[src/gwm_pkg.sv]
// gwm_pkg: shared constants and types for the glob wildcard matcher.
// Depends on nothing; used by the position cell and the top level.
package gwm_pkg;

    // Default number of pattern positions
    localparam int PATTERN_MAX_DEF = 16;
    // Pattern bytes held by the two 64-bit pattern registers
    localparam int PAT_REG_BYTES   = 16;
    localparam int BYTES_PER_WORD  = 8;

    // Configuration port geometry
    localparam int CFG_DATA_W  = 64;
    localparam int CFG_INDEX_W = 2;
    localparam int CFG_LEN_W   = 5;

    // Register indexes
    localparam logic [CFG_INDEX_W-1:0] CFG_PAT_LOW  = 2'd0;
    localparam logic [CFG_INDEX_W-1:0] CFG_PAT_HIGH = 2'd1;
    localparam logic [CFG_INDEX_W-1:0] CFG_PAT_LEN  = 2'd2;

    // Wildcard characters
    localparam logic [7:0] CH_ANY  = 8'h3F;   // '?'
    localparam logic [7:0] CH_STAR = 8'h2A;   // '*'

    // Per-beat control broadcast to every cell
    typedef struct packed {
        logic       advance;    // an item beat is being consumed
        logic       restart;    // current live set is the start set
        logic [7:0] name_byte;
    } cell_ctrl_t;

    // Signals handed from one cell to the next
    typedef struct packed {
        logic start;            // position belongs to the start set
        logic step;             // previous position consumed the byte
        logic prop;             // previous position is a live star (empty run)
    } cell_link_t;

endpackage

[src/gwm_if.sv]
// gwm_name_if / gwm_verdict_if: valid/ready channels of the glob matcher.
// Depends on nothing.
interface gwm_name_if;
    logic       valid;
    logic       ready;
    logic [7:0] name_byte;
    logic       last_byte;
    logic       empty_name;

    modport source (output valid, output name_byte, output last_byte, output empty_name,
                    input ready);
    modport sink   (input valid, input name_byte, input last_byte, input empty_name,
                    output ready);
endinterface

interface gwm_verdict_if;
    logic valid;
    logic ready;
    logic matched;

    modport source (output valid, output matched, input ready);
    modport sink   (input valid, input matched, output ready);
endinterface

[src/gwm_cell.sv]
// gwm_cell: one pattern position of the matcher, holding its live bit.
// Depends on gwm_pkg (cell_ctrl_t, cell_link_t, wildcard constants).
module gwm_cell
    import gwm_pkg::*;
(
    input  logic       clk,
    input  logic       rst_n,
    input  cell_ctrl_t ctrl,
    input  logic [7:0] pat_byte,
    input  logic       active,
    input  cell_link_t link_in,
    output cell_link_t link_out,
    output logic       closed,
    output logic       start
);

    logic live_reg;
    logic live_next;
    logic live;
    logic is_star;
    logic fits;

    // Decode this position's pattern byte
    assign is_star = active && (pat_byte == CH_STAR);
    assign fits    = active && !is_star && ((pat_byte == CH_ANY) || (pat_byte == ctrl.name_byte));

    // Live bit seen by this beat: start set after a name ends or a config write
    assign live = ctrl.restart ? link_in.start : live_reg;

    // New live bit: star stays, neighbour stepped in, or empty run through a star
    assign closed = (live && is_star) || link_in.step || link_in.prop;
    assign start  = link_in.start;

    assign link_out.step  = live && fits;
    assign link_out.prop  = closed && is_star;
    assign link_out.start = link_in.start && is_star;

    assign live_next = ctrl.advance ? closed : live_reg;

    always_ff @(posedge clk or negedge rst_n)
    begin
        if (!rst_n)
        begin
            live_reg <= 1'b0;
        end
        else
        begin
            live_reg <= live_next;
        end
    end

endmodule

[src/glob_wildcard_matcher_top.sv]
// glob_wildcard_matcher_top: streaming glob matcher built as a row of position cells.
// Depends on gwm_pkg, gwm_if (gwm_name_if, gwm_verdict_if) and gwm_cell.
//
//   channel   dir   handshake        payload
//   names     in    valid/ready      name_byte[7:0], last_byte, empty_name
//   verdicts  out   valid/ready      matched
//   cfg       in    cfg_we only      cfg_index[1:0], cfg_data[63:0]
//
// One name beat is taken every cycle unless a verdict is stalled; the live set moves through the cell row
// in the same cycle, with empty runs rippling along the star cells.
// A verdict is registered in the cycle after the beat that ends a name.
// The verdict register lets a new beat in while the old verdict is taken;
// a stalled verdict holds the names channel. Reset gives an empty pattern.
module glob_wildcard_matcher_top
    import gwm_pkg::*;
#(
    parameter int PATTERN_MAX = PATTERN_MAX_DEF
)
(
    input  logic                   clk,
    input  logic                   rst_n,
    gwm_name_if.sink               names,
    gwm_verdict_if.source          verdicts,
    input  logic                   cfg_we,
    input  logic [CFG_INDEX_W-1:0] cfg_index,
    input  logic [CFG_DATA_W-1:0]  cfg_data
);

    localparam int EFF   = (PATTERN_MAX < PAT_REG_BYTES) ? PATTERN_MAX : PAT_REG_BYTES;
    localparam int LEN_W = $clog2(EFF + 1);

    logic [EFF-1:0][7:0] pat_reg;
    logic [LEN_W-1:0]    len_reg;
    logic                restart_reg;
    logic                restart_next;
    logic                out_valid_reg;
    logic                out_matched_reg;

    logic                accept;
    logic                name_end;
    logic                matched;
    logic [CFG_LEN_W-1:0] len_wr;
    logic [LEN_W-1:0]    len_sat;
    cell_ctrl_t          ctrl;
    cell_link_t          links [0:EFF];
    logic [EFF:0]        closed_vec;
    logic [EFF:0]        start_vec;

    // Handshake
    assign accept   = names.valid && names.ready;
    assign name_end = names.last_byte || names.empty_name;
    assign names.ready      = !out_valid_reg || verdicts.ready;
    assign verdicts.valid   = out_valid_reg;
    assign verdicts.matched = out_matched_reg;

    // Control broadcast to the cell row
    assign ctrl.advance   = accept && !names.empty_name;
    assign ctrl.restart   = restart_reg;
    assign ctrl.name_byte = names.name_byte;

    // Row of position cells
    assign links[0].start = 1'b1;
    assign links[0].step  = 1'b0;
    assign links[0].prop  = 1'b0;

    for (genvar i = 0; i < EFF; i++)
    begin : g_cell
        gwm_cell u_cell
        (
            .clk      (clk),
            .rst_n    (rst_n),
            .ctrl     (ctrl),
            .pat_byte (pat_reg[i]),
            .active   (LEN_W'(i) < len_reg),
            .link_in  (links[i]),
            .link_out (links[i+1]),
            .closed   (closed_vec[i]),
            .start    (start_vec[i])
        );
    end

    // Final position: nothing left to consume
    assign closed_vec[EFF] = links[EFF].step || links[EFF].prop;
    assign start_vec[EFF]  = links[EFF].start;

    // Verdict: final position live after this beat, or in the start set
    assign matched = names.empty_name ? start_vec[len_reg] : closed_vec[len_reg];

    // Length saturates at the number of cells
    assign len_wr  = cfg_data[CFG_LEN_W-1:0];
    assign len_sat = (len_wr > CFG_LEN_W'(EFF)) ? LEN_W'(EFF) : len_wr[LEN_W-1:0];

    always_comb
    begin
        restart_next = restart_reg;
        if (cfg_we && (cfg_index == CFG_PAT_LOW || cfg_index == CFG_PAT_HIGH ||
                       cfg_index == CFG_PAT_LEN))
        begin
            restart_next = 1'b1;
        end
        else if (accept)
        begin
            restart_next = name_end;
        end
    end

    // Pattern registers
    always_ff @(posedge clk or negedge rst_n)
    begin
        if (!rst_n)
        begin
            pat_reg <= '0;
            len_reg <= '0;
        end
        else if (cfg_we)
        begin
            case (cfg_index)
                CFG_PAT_LOW:
                begin
                    for (int j = 0; j < EFF; j++)
                    begin
                        if (j < BYTES_PER_WORD)
                        begin
                            pat_reg[j] <= cfg_data[8*(j % BYTES_PER_WORD) +: 8];
                        end
                    end
                end
                CFG_PAT_HIGH:
                begin
                    for (int j = 0; j < EFF; j++)
                    begin
                        if (j >= BYTES_PER_WORD)
                        begin
                            pat_reg[j] <= cfg_data[8*(j % BYTES_PER_WORD) +: 8];
                        end
                    end
                end
                CFG_PAT_LEN:
                begin
                    len_reg <= len_sat;
                end
                default:
                begin
                    len_reg <= len_reg;
                end
            endcase
        end
    end

    // Restart flag and verdict register
    always_ff @(posedge clk or negedge rst_n)
    begin
        if (!rst_n)
        begin
            restart_reg     <= 1'b1;
            out_valid_reg   <= 1'b0;
            out_matched_reg <= 1'b0;
        end
        else
        begin
            restart_reg <= restart_next;
            if (accept && name_end)
            begin
                out_valid_reg   <= 1'b1;
                out_matched_reg <= matched;
            end
            else if (verdicts.ready)
            begin
                out_valid_reg <= 1'b0;
            end
        end
    end

    // Checks
    a_cfg_restarts: assert property (@(posedge clk) disable iff (!rst_n)
        (cfg_we && cfg_index == CFG_PAT_LEN) |=> restart_reg)
        else $error("config write did not restart the live set");

    a_end_gives_verdict: assert property (@(posedge clk) disable iff (!rst_n)
        (accept && name_end) |=> (out_valid_reg && restart_reg))
        else $error("end of name gave no verdict");

    a_mid_no_verdict: assert property (@(posedge clk) disable iff (!rst_n)
        (accept && !name_end && !cfg_we) |=> (!out_valid_reg && !restart_reg))
        else $error("verdict raised in the middle of a name");

    a_empty_pattern: assert property (@(posedge clk) disable iff (!rst_n)
        (accept && names.empty_name && len_reg == '0) |=> out_matched_reg)
        else $error("empty name did not match empty pattern");

endmodule
[src/flat_wrapper.sv]
// flat-port wrapper written by rule: the top's interface ports become plain ports
module glob_wildcard_matcher_top_flat import gwm_pkg::*;
#(
    parameter int PATTERN_MAX = PATTERN_MAX_DEF
)
  (clk, rst_n, cfg_we, cfg_index, cfg_data, names_valid, names_name_byte, names_last_byte, names_empty_name, names_ready, verdicts_valid, verdicts_matched, verdicts_ready);
  gwm_name_if names_i ();
  gwm_verdict_if verdicts_i ();
  input  logic clk;
  input  logic rst_n;
  input  logic cfg_we;
  input  logic [CFG_INDEX_W-1:0] cfg_index;
  input  logic [CFG_DATA_W-1:0] cfg_data;
  input wire logic [$bits(names_i.valid)-1:0] names_valid;
  input wire logic [$bits(names_i.name_byte)-1:0] names_name_byte;
  input wire logic [$bits(names_i.last_byte)-1:0] names_last_byte;
  input wire logic [$bits(names_i.empty_name)-1:0] names_empty_name;
  output wire logic [$bits(names_i.ready)-1:0] names_ready;
  output wire logic [$bits(verdicts_i.valid)-1:0] verdicts_valid;
  output wire logic [$bits(verdicts_i.matched)-1:0] verdicts_matched;
  input wire logic [$bits(verdicts_i.ready)-1:0] verdicts_ready;
  assign names_i.valid = names_valid;
  assign names_i.name_byte = names_name_byte;
  assign names_i.last_byte = names_last_byte;
  assign names_i.empty_name = names_empty_name;
  assign names_ready = names_i.ready;
  assign verdicts_valid = verdicts_i.valid;
  assign verdicts_matched = verdicts_i.matched;
  assign verdicts_i.ready = verdicts_ready;
  glob_wildcard_matcher_top #(.PATTERN_MAX(PATTERN_MAX)) u_core (.clk(clk), .rst_n(rst_n), .names(names_i), .verdicts(verdicts_i), .cfg_we(cfg_we), .cfg_index(cfg_index), .cfg_data(cfg_data));
endmodule
[config.mk]
export PLATFORM = sky130hd
export DESIGN_NAME = glob_wildcard_matcher_top_flat
export DESIGN_NICKNAME = d
export VERILOG_FILES = /design/src/gwm_pkg.sv /design/src/gwm_if.sv /design/src/gwm_cell.sv /design/src/glob_wildcard_matcher_top.sv /design/src/flat_wrapper.sv
export SDC_FILE = /design/constraint.sdc
export NUM_CORES = 1
export LEC_CHECK = 0
export BUFFER_PORTS_ARGS = -buffer_cell sky130_fd_sc_hd__buf_2
export CAP_MARGIN = 25
export CORE_MARGIN = 3
export CORE_UTILIZATION = 55
export DETAILED_ROUTE_END_ITERATION = 16
export GPL_TIMING_DRIVEN = 0
export HOLD_SLACK_MARGIN = 0.03
export PLACE_DENSITY = 0.81
export SETUP_SLACK_MARGIN = 0.5
export SLEW_MARGIN = 25
export SYNTH_ARGS = -nofsm -noshare
export SYNTH_HDL_FRONTEND = slang
export SYNTH_SLANG_ARGS = --single-unit
[constraint.sdc]
create_clock -name clk -period 3.4 [get_ports clk]
set_input_delay 0.17 -clock clk [delete_from_list [all_inputs] [get_ports clk]]
set_output_delay 0.17 -clock clk [all_outputs]
set_load 0.005 [all_outputs]
==> metrics.txt <==
# TYPE chip_impl_metric gauge
chip_impl_info{name="run_status",value="finished, violations left"} 1
chip_impl_info{name="failed_checks",value="negative setup slack"} 1
chip_impl_metric{name="route.final.wire_length",unit="µm"} 31470
chip_impl_metric{name="area_used_by_multi_input_combinational_logic",unit="µm²"} 5533
chip_impl_info{name="synth_area_leader_cell",value="sky130_fd_sc_hd__dfrtp_1"} 1
chip_impl_info{name="synth_common_cells",value="sky130_fd_sc_hd__dfrtp_1, sky130_fd_sc_hd__mux2_2, sky130_fd_sc_hd__xnor2_1"} 1
chip_impl_metric{name="vias",unit=""} 8761
chip_impl_metric{name="nNetsFinal",unit=""} 1176
chip_impl_info{name="setup.worst_path.end_class",value="flop"} 1
chip_impl_metric{name="path_max_fanout",unit=""} 10
chip_impl_info{name="hp-class",value="input port to flop"} 1
chip_impl_metric{name="grt_antenna_before_repair",unit=""} 0
chip_impl_metric{name="fp.dieArea",unit="µm²"} 18530
chip_impl_metric{name="irDropWorstVdd",unit="mV"} 0.5291
chip_impl_metric{name="power_density",unit="nW/µm²"} 511.3
chip_impl_info{name="most_frequent_cell_after_synthesis",value="sky130_fd_sc_hd__dfrtp_1"} 1
chip_impl_metric{name="synth_area",unit="µm²"} 9314
chip_impl_metric{name="setup_slack",unit="ns"} -0.1251
chip_impl_metric{name="postSynth.asyncResetShare",unit="%"} 100.0
chip_impl_info{name="start_kind",value="flop"} 1
chip_impl_metric{name="drc_violation_count_after_routing",unit=""} 0
chip_impl_metric{name="finalMaxSlewViolations",unit=""} 0
chip_impl_metric{name="fin_hold_ws",unit="ns"} 0.06467
chip_impl_metric{name="nFillCells",unit=""} 1080
chip_impl_metric{name="worstSkewPairLatency",unit="ns"} 0.44
chip_impl_metric{name="via_to_cell_ratio",unit=""} 6.617
chip_impl_metric{name="place.port_buffers",unit=""} 75
chip_impl_info{name="critPathKind",value="flop to flop"} 1
chip_impl_info{name="root_buffer",value="sky130_fd_sc_hd__clkbuf_16"} 1
chip_impl_metric{name="tightest_slew",unit="ns"} 1.136
chip_impl_metric{name="synthesis.instances",unit=""} 915
chip_impl_metric{name="grt_first_pass_wirelength",unit="µm"} 48670
chip_impl_metric{name="p_leak",unit="nW"} 4.510
chip_impl_metric{name="diodes",unit=""} 0
chip_impl_metric{name="gp_congestion",unit=""} 1.001
chip_impl_metric{name="final-seq-area",unit="µm²"} 3806
chip_impl_metric{name="maxCapViolations",unit=""} 0
chip_impl_metric{name="slew-limit-headroom",unit="%"} 24.27
chip_impl_metric{name="max_freq",unit="GHz"} 0.2837
chip_impl_metric{name="ffs_latches_synth",unit=""} 152
chip_impl_metric{name="critPathRequiredTime",unit="ns"} 3.75
chip_impl_metric{name="yosysWarnings",unit=""} 0
chip_impl_metric{name="seq_area_frac_synth",unit="%"} 40.85
chip_impl_metric{name="arrival",unit="ns"} 3.87
chip_impl_metric{name="hpwl",unit="µm"} 20380
chip_impl_metric{name="tritoncts_num_sinks",unit=""} 152
chip_impl_metric{name="clock_tree.buffer_depth",unit=""} 2
chip_impl_metric{name="cts.clk_slew.worst_paths",unit="ns"} 0.07
chip_impl_metric{name="remaining_overflow_grt",unit=""} 0
chip_impl_metric{name="first_pass_iters",unit=""} 6
chip_impl_metric{name="layout_cells_sized_above_1",unit="%"} 28.97
chip_impl_metric{name="drc_marker_count_from_the_first_detailed_route_iteration",unit=""} 979
chip_impl_metric{name="synth_cell_types",unit=""} 76
chip_impl_metric{name="post-synth-top-area-fraction",unit="%"} 40.57
chip_impl_metric{name="fin_setup_tns",unit="ns"} -0.3887
chip_impl_metric{name="syn_area_per_cell",unit="µm²"} 10.18
chip_impl_metric{name="synth-edff-count",unit=""} 0
chip_impl_metric{name="core_area",unit="µm²"} 16230
chip_impl_metric{name="area_growth_syn_to_layout",unit="%"} 25.51
chip_impl_metric{name="period_share",unit="%"} 103.7
chip_impl_info{name="grt_setup_unrepaired",value="yes"} 1
chip_impl_metric{name="ant_nets",unit=""} 0
chip_impl_metric{name="period_needed",unit="ns"} 3.525
chip_impl_metric{name="cts-buffers-inserted",unit=""} 17
chip_impl_metric{name="first_global_vias",unit=""} 8810
chip_impl_metric{name="largest_register_ff_count",unit=""} 128
chip_impl_metric{name="final_hold_viol_count",unit=""} 0
chip_impl_info{name="tritoncts_clock_tree",value="built"} 1
chip_impl_metric{name="fin_worst_skew",unit="ns"} 0.01049
chip_impl_info{name="ys.flop_type",value="sky130_fd_sc_hd__dfrtp_1"} 1
chip_impl_metric{name="gr-usage-all-layers",unit="%"} 34.27
chip_impl_metric{name="io-pin-count",unit=""} 84
chip_impl_metric{name="grt_start_max_net_pins",unit=""} 84
chip_impl_info{name="synth.top_cells.by_area",value="sky130_fd_sc_hd__dfrtp_1, sky130_fd_sc_hd__mux2_2, sky130_fd_sc_hd__xnor2_1"} 1
chip_impl_metric{name="number_of_nets_in_the_synthesized_netlist",unit=""} 996
chip_impl_metric{name="report.final.setup_viol",unit=""} 6
chip_impl_metric{name="dieWidth",unit="µm"} 136.1
chip_impl_metric{name="routed_wire_length_per_instance",unit="µm"} 23.77
chip_impl_metric{name="htree_levels",unit=""} 4
chip_impl_metric{name="die-height",unit="µm"} 136.1
chip_impl_metric{name="placement_rows",unit=""} 46
chip_impl_metric{name="initial_core_util",unit="%"} 57.39
==> report_power, final <==
| part | switching, mW | internal (mW) | leakage (nW) |
|---|---|---|---|
| clock | 0.819 | 1.16 | 0.289 |
| sequential | 0.413 | 2.14 | 1.81 |
| combinational | 0.717 | 0.729 | 2.41 |
==> layer usage <==
metal  global-route usage [%]  wire (µm)
met5                        0          0
met1                    45.42      12060
met2                    53.22      14570
met3                    7.328       3292
met4                    17.41       1542
==> metrics by stage <==
step	util, %	total power, mW	cells	cell area (µm²)	setup slack (ns)
6_report	72.02	5.978	1324	11690	-0.1251
5_1_grt	72.02	6.168	1324	11690	-0.2226
4_1_cts	71.08	5.843	1316	11540	-0.07020
3_5_place_dp	61.82	3.785	1208	10030	-0.7251
3_3_place_gp	61.48	3.710	1206	9978	-1.253
2_1_floorplan	-	3.351	915	9333	-0.01798
==> worst paths after layout <==
| check | slack [ns] | cells past startpoint | end | from |
|---|---|---|---|---|
| max | -0.13 | 12 | u_core.verdicts.matched$_DFFE_PN0P_ | u_core.len_reg[0]$_DFFE_PN0P_ |
| min | 0.06 | 4 | u_core.restart_reg$_DFFE_PN1P_ | cfg_index[1] |
| max reg2reg | -0.13 | 12 | u_core.verdicts.matched$_DFFE_PN0P_ | u_core.len_reg[0]$_DFFE_PN0P_ |
| min reg2reg | 0.52 | 1 | u_core.g_cell[0].u_cell.live_reg$_DFFE_PN0P_ | u_core.g_cell[0].u_cell.live_reg$_DFFE_PN0P_ |
| max in group asynchronous | 2.26 | 3 | u_core.restart_reg$_DFFE_PN1P_ | rst_n |
| min in group asynchronous | 0.33 | 2 | u_core.pat_reg[105]$_DFFE_PN0P_ | rst_n |
==> critical path: stages, from the launching register on <==
cell and delay, ns:
sky130_fd_sc_hd__dfrtp_1 0.45, sky130_fd_sc_hd__clkbuf_2 0.29, sky130_fd_sc_hd__nand3_1 0.20, sky130_fd_sc_hd__nand2_1 0.19, sky130_fd_sc_hd__or4b_4 0.53, sky130_fd_sc_hd__nor4_4 0.30, sky130_fd_sc_hd__or4b_4 0.52, sky130_fd_sc_hd__o22ai_1 0.19
sky130_fd_sc_hd__a32oi_1 0.15, sky130_fd_sc_hd__o21a_1 0.26, sky130_fd_sc_hd__o221ai_1 0.11, sky130_fd_sc_hd__nor2_1 0.11, sky130_fd_sc_hd__o211ai_1 0.16
==> cells in the final DEF (no fill, tap or decap), types with 6 or more instances in the layout <==
cell type and n:
sky130_fd_sc_hd__dfrtp_1 150, sky130_fd_sc_hd__mux2_2 129, sky130_fd_sc_hd__xnor2_1 104, sky130_fd_sc_hd__buf_2 76, sky130_fd_sc_hd__dlygate4sd3_1 65, sky130_fd_sc_hd__nand2_1 55, sky130_fd_sc_hd__nor2_1 55, sky130_fd_sc_hd__clkbuf_1 39
sky130_fd_sc_hd__nand4_1 33, sky130_fd_sc_hd__nand3_1 27, sky130_fd_sc_hd__a21oi_1 24, sky130_fd_sc_hd__xor2_1 24, sky130_fd_sc_hd__o21ai_0 23, sky130_fd_sc_hd__nor3_1 19, sky130_fd_sc_hd__clkbuf_16 17, sky130_fd_sc_hd__buf_4 16
sky130_fd_sc_hd__nor4_1 11, sky130_fd_sc_hd__nand2b_1 10, sky130_fd_sc_hd__nor2b_1 9, sky130_fd_sc_hd__nand4b_1 8, sky130_fd_sc_hd__inv_1 8, sky130_fd_sc_hd__o211ai_1 8, sky130_fd_sc_hd__clkbuf_2 7, sky130_fd_sc_hd__or3_1 7
sky130_fd_sc_hd__o21ai_1 7, sky130_fd_sc_hd__or4b_4 6, sky130_fd_sc_hd__or2_2 6, sky130_fd_sc_hd__a211oi_1 6, sky130_fd_sc_hd__and3_1 6, sky130_fd_sc_hd__o31ai_1 6
==> logic make-up (layout without fill, tap and decap cells) <==
group                  after synthesis  count (layout)  share of synthesized area, %
multiplexers                       131             131                         15.82
buffers and inverters               58             251                         2.378
XOR/XNOR                           128             128                         12.04
AND/OR/NAND/NOR                    292             292                         17.14
flip-flops                         152             152                         40.85
AO/OA/AOI/OAI                      154             154                         11.77
==> layout make-up <==
| type | instances | area share [%] |
|---|---|---|
| clock inverter | 13 | 1.434 |
| sequential | 152 | 32.56 |
| multi-input combinational | 705 | 47.33 |
| timing repair buffer | 161 | 10.40 |
| buffer | 49 | 1.969 |
| inverter | 9 | 0.2890 |
| clock buffer | 19 | 3.703 |
| tap | 216 | 2.312 |
==> repair_timing <==
item	CTS	global route
buffers inserted	10	8
gates resized for setup	35	25
setup endpoints to repair	11	12
pin swaps	9	7
hold endpoints to repair	205	0
hold buffers	65	0
gates cloned	1	0
(Power assumes the default switching activity.)
